**config.mk**
```make
export PLATFORM = sky130hd
export DESIGN_NAME = scrambled_bank_mapper_with_scanline_irq_core
export DESIGN_NICKNAME = d
export VERILOG_FILES = /design/src/sv/sbm_pkg.sv /design/src/sv/sbm_cfg.sv /design/src/sv/sbm_in_stage.sv /design/src/sv/sbm_mapper.sv /design/src/sv/sbm_out_stage.sv /design/src/sv/scrambled_bank_mapper_with_scanline_irq_core.sv
export SDC_FILE = /design/constraint.sdc
export NUM_CORES = 1
export LEC_CHECK = 0
export BUFFER_PORTS_ARGS = -buffer_cell sky130_fd_sc_hd__buf_2
export CAP_MARGIN = 15
export CORE_ASPECT_RATIO = 1.4
export CORE_MARGIN = 2
export CORE_UTILIZATION = 49
export CTS_CLUSTER_DIAMETER = 150
export DETAILED_ROUTE_END_ITERATION = 10
export PLACE_DENSITY = 0.76
export SYNTH_ARGS = -nofsm -noshare
export SYNTH_HDL_FRONTEND = slang
export SYNTH_SLANG_ARGS = --single-unit
```
**constraint.sdc**
```tcl
create_clock -name clk -period 4.1 [get_ports clk]
set_input_delay 0.205 -clock clk [delete_from_list [all_inputs] [get_ports clk]]
set_output_delay 0.205 -clock clk [all_outputs]
set_load 0.05 [all_outputs]
```
**src/sv/sbm_pkg.sv**
```systemverilog
// shared types for the scrambled bank mapper
package sbm_pkg;

  // one input transaction: a cpu write or a scanline tick
  typedef struct packed {
    logic        action;
    logic [15:0] addr;
    logic [7:0]  data;
    logic [8:0]  scanline;
    logic        rendering_on;
  } sbm_item_t;

  // full bank map and irq line after one transaction
  typedef struct packed {
    logic [7:0][7:0] chr_bank;
    logic [7:0]      prg_bank_low;
    logic [7:0]      prg_bank_high;
    logic            mirror_horizontal;
    logic            irq_line;
  } sbm_result_t;

  // configuration register contents
  typedef struct packed {
    logic [8:0] prg_bank_count;
    logic       four_screen;
  } sbm_cfg_t;

  // input kind carried on tuser
  localparam logic ActWrite = 1'b0;
  localparam logic ActTick  = 1'b1;

  // widths of the packed stream buses
  localparam int InDataW  = 40;
  localparam int OutDataW = 88;

endpackage

```
**src/sv/sbm_cfg.sv**
```systemverilog
// apb configuration registers
module sbm_cfg (
  input  logic              clk,
  input  logic              rst,
  input  logic              psel,
  input  logic              penable,
  input  logic              pwrite,
  input  logic [2:0]        paddr,
  input  logic [31:0]       pwdata,
  output logic [31:0]       prdata,
  output logic              pready,
  output sbm_pkg::sbm_cfg_t cfg
);

  localparam logic RegPrgBankCount = 1'b0;
  localparam logic RegFourScreen   = 1'b1;

  logic [8:0] prg_bank_count;
  logic       four_screen;
  logic       wr_en;

  assign pready = 1'b1;
  assign wr_en  = psel && penable && pwrite && pready;

  // register writes on the access phase
  always_ff @(posedge clk) begin
    if (rst) begin
      prg_bank_count <= 9'd32;
      four_screen    <= 1'b0;
    end else if (wr_en) begin
      case (paddr[2])
        RegPrgBankCount: prg_bank_count <= pwdata[8:0];
        RegFourScreen:   four_screen    <= pwdata[0];
        default:         ;
      endcase
    end
  end

  // read mux
  always_comb begin
    case (paddr[2])
      RegPrgBankCount: prdata = {23'd0, prg_bank_count};
      RegFourScreen:   prdata = {31'd0, four_screen};
      default:         prdata = 32'd0;
    endcase
  end

  assign cfg.prg_bank_count = prg_bank_count;
  assign cfg.four_screen    = four_screen;

endmodule

```
**src/sv/sbm_in_stage.sv**
```systemverilog
// input register stage: unpacks the slave stream into an item
module sbm_in_stage (
  input  logic                         clk,
  input  logic                         rst,
  input  logic                         s_tvalid,
  output logic                         s_tready,
  input  logic [sbm_pkg::InDataW-1:0]  s_tdata,
  input  logic                         s_tuser,
  input  logic                         advance,
  output logic                         item_valid,
  output sbm_pkg::sbm_item_t           item
);

  logic take;

  assign s_tready = !item_valid || advance;
  assign take     = s_tvalid && s_tready;

  // valid flag
  always_ff @(posedge clk) begin
    if (rst) begin
      item_valid <= 1'b0;
    end else if (take) begin
      item_valid <= 1'b1;
    end else if (advance) begin
      item_valid <= 1'b0;
    end
  end

  // payload capture
  always_ff @(posedge clk) begin
    if (take) begin
      item.action       <= s_tuser;
      item.addr         <= s_tdata[15:0];
      item.data         <= s_tdata[23:16];
      item.scanline     <= s_tdata[32:24];
      item.rendering_on <= s_tdata[33];
    end
  end

endmodule

```
**src/sv/sbm_mapper.sv**
```systemverilog
// mapper state: bank registers, scramble mode and scanline irq counter
module sbm_mapper #(
  parameter int VISIBLE_LINES = 240
) (
  input  logic                clk,
  input  logic                rst,
  input  logic                advance,
  input  sbm_pkg::sbm_item_t  item,
  input  sbm_pkg::sbm_cfg_t   cfg,
  output sbm_pkg::sbm_result_t result
);

  localparam logic [8:0] VisLines = 9'(VISIBLE_LINES);

  localparam logic [15:0] ScrambleAddr = 16'h5000;
  localparam logic [15:0] DecodeMask   = 16'hFF01;
  localparam logic [15:0] DecSelA      = 16'h8000;
  localparam logic [15:0] DecSelB      = 16'h8800;
  localparam logic [15:0] DecBankA     = 16'h8001;
  localparam logic [15:0] DecBankB     = 16'h8801;
  localparam logic [15:0] DecMirrorA   = 16'hA000;
  localparam logic [15:0] DecMirrorB   = 16'hA800;
  localparam logic [15:0] DecCountA    = 16'hC000;
  localparam logic [15:0] DecCountB    = 16'hC800;
  localparam logic [15:0] DecReloadA   = 16'hC001;
  localparam logic [15:0] DecReloadB   = 16'hC801;
  localparam logic [15:0] DecIrqOffA   = 16'hE000;
  localparam logic [15:0] DecIrqOffB   = 16'hE800;
  localparam logic [15:0] DecIrqOnA    = 16'hE001;
  localparam logic [15:0] DecIrqOnB    = 16'hE801;

  localparam logic [7:0] ScrambleOff = 8'h00;
  localparam logic [7:0] ScrambleOn  = 8'h02;
  localparam logic [7:0] PrgOffset   = 8'h20;
  localparam logic [7:0] EvenMask    = 8'hFE;
  localparam logic [2:0] CmdMask     = 3'h7;

  localparam logic [2:0] CmdChr01   = 3'd0;
  localparam logic [2:0] CmdChr23   = 3'd1;
  localparam logic [2:0] CmdChr4    = 3'd2;
  localparam logic [2:0] CmdChr5    = 3'd3;
  localparam logic [2:0] CmdChr6    = 3'd4;
  localparam logic [2:0] CmdChr7    = 3'd5;
  localparam logic [2:0] CmdPrgLow  = 3'd6;
  localparam logic [2:0] CmdPrgHigh = 3'd7;

  // full byte bit permutation
  function automatic logic [7:0] permute_full(input logic [7:0] d);
    permute_full = {d[5], d[4], d[2], d[6], d[7], d[3], d[1], d[0]};
  endfunction

  logic [2:0]      command_select, command_select_next;
  logic            scramble_on, scramble_on_next;
  logic [7:0][7:0] pattern_banks, pattern_banks_next;
  logic [7:0]      prg_low, prg_low_next;
  logic [7:0]      prg_high, prg_high_next;
  logic            mirror_mode, mirror_mode_next;
  logic [7:0]      line_counter, line_counter_next;
  logic [7:0]      reload_value, reload_value_next;
  logic            irq_enabled, irq_enabled_next;
  logic            irq_pending, irq_pending_next;

  // next state for one transaction
  always_comb begin
    logic [15:0] dec;
    logic [7:0]  chr_val;
    logic [7:0]  prg_sub;
    logic [7:0]  prg_val;
    logic [7:0]  cnt;

    command_select_next = command_select;
    scramble_on_next    = scramble_on;
    pattern_banks_next  = pattern_banks;
    prg_low_next        = prg_low;
    prg_high_next       = prg_high;
    mirror_mode_next    = mirror_mode;
    line_counter_next   = line_counter;
    reload_value_next   = reload_value;
    irq_enabled_next    = irq_enabled;
    irq_pending_next    = irq_pending;

    dec     = item.addr & DecodeMask;
    chr_val = scramble_on ? permute_full(item.data) : item.data;
    prg_sub = item.data - PrgOffset;
    if (!scramble_on) begin
      prg_val = item.data;
    end else if (item.data < PrgOffset) begin
      prg_val = {3'd0, item.data[2], item.data[1], item.data[3], item.data[4], item.data[0]};
    end else begin
      prg_val = permute_full(prg_sub);
    end

    // line zero takes one extra step off a nonzero counter
    cnt = line_counter;
    if (item.scanline == 9'd0 && line_counter != 8'd0) begin
      cnt = line_counter - 8'd1;
    end

    if (item.action == sbm_pkg::ActWrite) begin
      if (item.addr == ScrambleAddr) begin
        if (item.data == ScrambleOff) begin
          scramble_on_next = 1'b0;
        end else if (item.data == ScrambleOn) begin
          scramble_on_next = 1'b1;
        end
      end else begin
        case (dec)
          DecSelA, DecSelB: begin
            command_select_next = item.data[2:0] & CmdMask;
          end
          DecBankA, DecBankB: begin
            case (command_select)
              CmdChr01: begin
                pattern_banks_next[0] = chr_val & EvenMask;
                pattern_banks_next[1] = chr_val | 8'h01;
              end
              CmdChr23: begin
                pattern_banks_next[2] = chr_val & EvenMask;
                pattern_banks_next[3] = chr_val | 8'h01;
              end
              CmdChr4: pattern_banks_next[4] = chr_val;
              CmdChr5: pattern_banks_next[5] = chr_val;
              CmdChr6: pattern_banks_next[6] = chr_val;
              CmdChr7: pattern_banks_next[7] = chr_val;
              CmdPrgLow: prg_low_next = prg_val;
              CmdPrgHigh: prg_high_next = prg_val;
              default: ;
            endcase
          end
          DecMirrorA, DecMirrorB: begin
            if (!cfg.four_screen) begin
              mirror_mode_next = item.data[0];
            end
          end
          DecCountA, DecCountB: begin
            line_counter_next = item.data;
            irq_pending_next  = 1'b0;
          end
          DecReloadA, DecReloadB: begin
            reload_value_next = item.data;
            irq_pending_next  = 1'b0;
          end
          DecIrqOffA, DecIrqOffB: begin
            irq_enabled_next = 1'b0;
            irq_pending_next = 1'b0;
          end
          DecIrqOnA, DecIrqOnB: begin
            irq_enabled_next = 1'b1;
            irq_pending_next = 1'b0;
          end
          default: ;
        endcase
      end
    end else if (item.scanline < VisLines && item.rendering_on &&
                 irq_enabled && !irq_pending) begin
      // counting scanline tick
      if (cnt == 8'd0) begin
        irq_pending_next  = 1'b1;
        line_counter_next = reload_value;
      end else begin
        line_counter_next = cnt - 8'd1;
      end
    end
  end

  // state registers
  always_ff @(posedge clk) begin
    if (rst) begin
      command_select <= 3'd0;
      scramble_on    <= 1'b0;
      for (int i = 0; i < 8; i++) begin
        pattern_banks[i] <= 8'(i);
      end
      prg_low        <= 8'd0;
      prg_high       <= 8'd1;
      mirror_mode    <= 1'b0;
      line_counter   <= 8'd0;
      reload_value   <= 8'd0;
      irq_enabled    <= 1'b0;
      irq_pending    <= 1'b0;
    end else if (advance) begin
      command_select <= command_select_next;
      scramble_on    <= scramble_on_next;
      pattern_banks  <= pattern_banks_next;
      prg_low        <= prg_low_next;
      prg_high       <= prg_high_next;
      mirror_mode    <= mirror_mode_next;
      line_counter   <= line_counter_next;
      reload_value   <= reload_value_next;
      irq_enabled    <= irq_enabled_next;
      irq_pending    <= irq_pending_next;
    end
  end

  // result is the state after this transaction
  assign result.chr_bank          = pattern_banks_next;
  assign result.prg_bank_low      = prg_low_next;
  assign result.prg_bank_high     = prg_high_next;
  assign result.mirror_horizontal = mirror_mode_next;
  assign result.irq_line          = irq_pending_next;

endmodule

```
**src/sv/sbm_out_stage.sv**
```systemverilog
// result register driving the master stream
module sbm_out_stage (
  input  logic                          clk,
  input  logic                          rst,
  input  logic                          load,
  input  sbm_pkg::sbm_result_t          result,
  output logic                          out_free,
  output logic                          m_tvalid,
  input  logic                          m_tready,
  output logic [sbm_pkg::OutDataW-1:0]  m_tdata
);

  sbm_pkg::sbm_result_t res_q;

  assign out_free = !m_tvalid || m_tready;

  // valid flag
  always_ff @(posedge clk) begin
    if (rst) begin
      m_tvalid <= 1'b0;
    end else if (load) begin
      m_tvalid <= 1'b1;
    end else if (m_tready) begin
      m_tvalid <= 1'b0;
    end
  end

  // payload capture
  always_ff @(posedge clk) begin
    if (load) begin
      res_q <= result;
    end
  end

  // pack fields, slot 0 bank lowest
  assign m_tdata = {6'd0, res_q.irq_line, res_q.mirror_horizontal,
                    res_q.prg_bank_high, res_q.prg_bank_low, res_q.chr_bank};

endmodule

```
**src/sv/scrambled_bank_mapper_with_scanline_irq_core.sv**
```systemverilog
// Scrambled bank mapper with scanline irq: every transaction passes through an input register,
// one pass of decode, permute and counter logic, and a result register, so a transaction is
// accepted every cycle; throughput is set by the update of the mapper state registers, and it
// falls only when the result register is held by a stalled master side.
module scrambled_bank_mapper_with_scanline_irq_core #(
  parameter int VISIBLE_LINES = 240
) (
  input  logic        clk,
  input  logic        rst,
  // stream in
  input  logic        s_tvalid,
  output logic        s_tready,
  // addr[15:0], data[23:16], scanline[32:24], rendering_on[33], zero pad
  input  logic [39:0] s_tdata,
  // action (0 cpu write, 1 scanline tick)
  input  logic        s_tuser,
  // stream out
  output logic        m_tvalid,
  input  logic        m_tready,
  // chr_bank_0[7:0] .. chr_bank_7[63:56], prg_bank_low[71:64], prg_bank_high[79:72],
  // mirror_horizontal[80], irq_line[81], zero pad
  output logic [87:0] m_tdata,
  // configuration
  input  logic        psel,
  input  logic        penable,
  input  logic        pwrite,
  input  logic [2:0]  paddr,
  input  logic [31:0] pwdata,
  output logic [31:0] prdata,
  output logic        pready
);

  sbm_pkg::sbm_item_t   item;
  sbm_pkg::sbm_result_t result;
  sbm_pkg::sbm_cfg_t    cfg;
  logic                 item_valid;
  logic                 out_free;
  logic                 advance;

  assign advance = item_valid && out_free;

  sbm_cfg u_cfg (
    .clk     (clk),
    .rst     (rst),
    .psel    (psel),
    .penable (penable),
    .pwrite  (pwrite),
    .paddr   (paddr),
    .pwdata  (pwdata),
    .prdata  (prdata),
    .pready  (pready),
    .cfg     (cfg)
  );

  sbm_in_stage u_in (
    .clk        (clk),
    .rst        (rst),
    .s_tvalid   (s_tvalid),
    .s_tready   (s_tready),
    .s_tdata    (s_tdata),
    .s_tuser    (s_tuser),
    .advance    (advance),
    .item_valid (item_valid),
    .item       (item)
  );

  sbm_mapper #(
    .VISIBLE_LINES (VISIBLE_LINES)
  ) u_mapper (
    .clk     (clk),
    .rst     (rst),
    .advance (advance),
    .item    (item),
    .cfg     (cfg),
    .result  (result)
  );

  sbm_out_stage u_out (
    .clk      (clk),
    .rst      (rst),
    .load     (advance),
    .result   (result),
    .out_free (out_free),
    .m_tvalid (m_tvalid),
    .m_tready (m_tready),
    .m_tdata  (m_tdata)
  );

endmodule

```
==> results.json <==
{
  "r2r_slack_ps": 830,
  "start_util_pct": 49.57,
  "drv_slew": 0,
  "seq_area_frac_synth_pct": 59.57,
  "diodes": 0,
  "ys_types": 60,
  "maxCapViolations": 0,
  "ys_seq_elements": 232,
  "place_ws_ps": 838.8,
  "cts_tree": "yes",
  "synth_area_leaders": "edfxtp_1 (36%), dfxtp_1 (24%), nor2_1 (4.7%)",
  "p_per_area_nw_per_um2": 430.7,
  "core_um2": 19690,
  "arrival_ps": 3660,
  "setup_viol": 0,
  "worstPathRequired_ps": 4480,
  "gp_congestion": 0.8487,
  "grt_start_max_net_pins": 106,
  "numCtsBuffers": 22,
  "grt_overflow_total": 0,
  "fmaxAchievable_mhz": 305.4,
  "cts.clk_slew.worst_paths_ps": 70,
  "synthFlopType": "edfxtp_1",
  "worstHoldPathType": "primary input to flop",
  "drc": 0,
  "cts.sinks": 232,
  "synthArstFlopShare_pct": 0,
  "outcome": "complete, no violations",
  "crit_path_end_kind": "flop",
  "synthDominantCellAreaShare_pct": 35.99,
  "avgSynthCellArea_um2": 10.85,
  "post_drt_wl_per_cell_um": 15.39,
  "cpPeakStageDelay_ps": 430,
  "insertion_delay_ps": 500,
  "viasPerCell": 5.265,
  "setup_tns_ps": 0,
  "die_w_um": 123.3,
  "vias": 7050,
  "post-cts-setup-buffer-count": 0,
  "rsz0062_at_grt": "no",
  "ys_warn_count": 0,
  "root_buffer": "clkbuf_16",
  "path_class": "flop to flop",
  "drtIter0Drc": 476,
  "path_max_fanout": 10,
  "p_leak_nw": 4.516,
  "track_usage_pct": 19.27,
  "cpMaxStageDelayCell": "mux2i_1",
  "yosysMostFrequentCell": "nor2_1",
  "antenna_found_initial": 0,
  "crit_chain": "inv_1 > ha_1 > nor3b_1 > and2_2 > nor2_1 > xnor2_1 > ha_1 > nand2_1 > mux2i_1 > nand4_4 > or2_0 > a41o_1",
  "tightestPinTransition_ps": 1166,
  "die_area_um2": 21080,
  "layout.nets": 1159,
  "syn_inst": 900,
  "grt_first_pass_wirelength_um": 32570,
  "placed_cell_area_um2": 10600,
  "min_period_over_period_pct": 79.85,
  "routed_wl_um": 20600,
  "hold_ws_ps": 17.02,
  "synth_common_cells": "nor2_1 (122), edfxtp_1 (117), dfxtp_1 (115), a21oi_1 (80), nand2_1 (66)",
  "setup_ws_ps": 826.0,
  "slew_headroom_pct": 20.75,
  "synth_top_area_cell": "edfxtp_1",
  "firstDrtPassIters": 4,
  "finalInstanceArea_um2": 11800,
  "port_buffers": 144,
  "antenna_left": 0,
  "peakVddDrop_v": 0.0003150,
  "syn_to_final_growth_pct": 20.89,
  "grt_pass1_vias": 6636,
  "cts_max_path_buffers": 3,
  "cp-start-kind": "flop",
  "layout-drive-gt1-share_pct": 21.80,
  "crit_top_cell": "ha_1",
  "htree_levels": 1,
  "die_h_um": 171.0,
  "p_total_mw": 5.083,
  "place_hpwl_um": 12570,
  "finalHoldViolations": 0,
  "fin_worst_skew_ps": 16.90,
  "fill_cells": 1599,
  "rows": 61,
  "syn-cell-area_um2": 9762,
  "io_pins": 206,
  "period_needed_ps": 3274,
  "synth_edf_count": 117
}
## worst max-delay path, delay by kind of cell, from the launching register on
kind	cells	cell delay, ps
multiplexers	1	430
XOR/XNOR	1	280
AND/OR/NAND/NOR	6	1320
buffers and inverters	1	120
AO/OA/AOI/OAI	1	240
flip-flops	1	370
adder cells (fa/ha/maj)	2	390
## cells in the final DEF, fill, tap and decap left out, types with 17 or more instances in the layout
master and n:
a21oi_1 80, edfxtp_1 117, nor2_1 122, buf_4 18, mux2i_1 40, inv_1 24
buf_2 143, nand2_1 66, o21ai_0 17, conb_1 30, dfxtp_1 115, clkbuf_16 23
dlygate4sd3_1 45, o21a_1 25, a211oi_1 29, mux2_2 23
## worst paths after layout
check,startpoint,endpoint,depth (start not counted)
hold / removal,m_tready,u_out.m_tvalid,4
setup reg to reg,u_mapper.line_counter[0],u_mapper.line_counter[1],12
setup / recovery,u_mapper.line_counter[0],u_mapper.line_counter[1],12
hold reg to reg,u_mapper.pattern_banks[24],u_mapper.pattern_banks[24],1
## cells by family after synthesis
| group | Yosys count | share of synthesized area [%] |
|---|---|---|
| buf+inv | 113 | 5.691 |
| fa+ha+maj | 5 | 0.6409 |
| flops | 232 | 59.57 |
| mux | 64 | 6.857 |
| xor+xnor | 8 | 0.7178 |
| compound gates | 181 | 11.91 |
| other cells | 2 | 0.07693 |
| simple gates | 295 | 14.53 |
## repair_timing
action | in CTS | in global routing
resized for setup | 0 | 0
hold buffers | 45 | 0
hold endpoints to repair | 46 | 0
## state kept, by name (all words and copies together), names as in the netlist
register                 flops
u_mapper.irq_pending         1
u_cfg.prg_bank_count         9
u_cfg.four_screen            1
u_mapper.line_counter        8
u_mapper.prg_high            8
u_in.item                   35
u_out.m_tdata               82
u_mapper.irq_enabled         1
u_in.item_valid              1
u_mapper.scramble_on         1
u_mapper.reload_value        8
u_mapper.command_select      3
u_out.m_tvalid               1
u_mapper.mirror_mode         1
u_mapper.pattern_banks      64
u_mapper.prg_low             8
## report_power, final
| part | switching [mW] | total, mW | internal [mW] |
|---|---|---|---|
| combinational | 0.325 | 0.456 | 0.131 |
| sequential | 0.0392 | 2.53 | 2.49 |
| clock | 0.857 | 2.09 | 1.24 |
| total | 1.22 | 5.08 | 3.86 |
## cell type report
class	count	area [µm²]	area share, %
multi-input combinational	583	3505	29.70
inverter	25	95.09	0.8058
timing repair buffer	207	1321	11.20
sequential	232	5816	49.28
clock inverter	13	148.9	1.262
tap	252	315.3	2.672
clock buffer	27	600.6	5.089
## metrics by stage
| step | utilization [%] | instances |
|---|---|---|
| final | 59.93 | 1339 |
| after CTS | 59.93 | 1339 |
| after global placement | 53.84 | 1254 |
| after floorplan | - | 928 |
| after detailed placement | 53.84 | 1254 |
| after global routing | 59.93 | 1339 |
## metal layers
metal / up-vias / wire length, µm / track usage (%)
met5: - / 0 / 0
met4: 0 / 529 / 6.126
met3: 43 / 960 / 2.433
met2: 201 / 10660 / 34.64
met1: 3334 / 8455 / 23.70
li1: 3472 / - / -
Note: power is estimated with default switching activity, not from simulation.
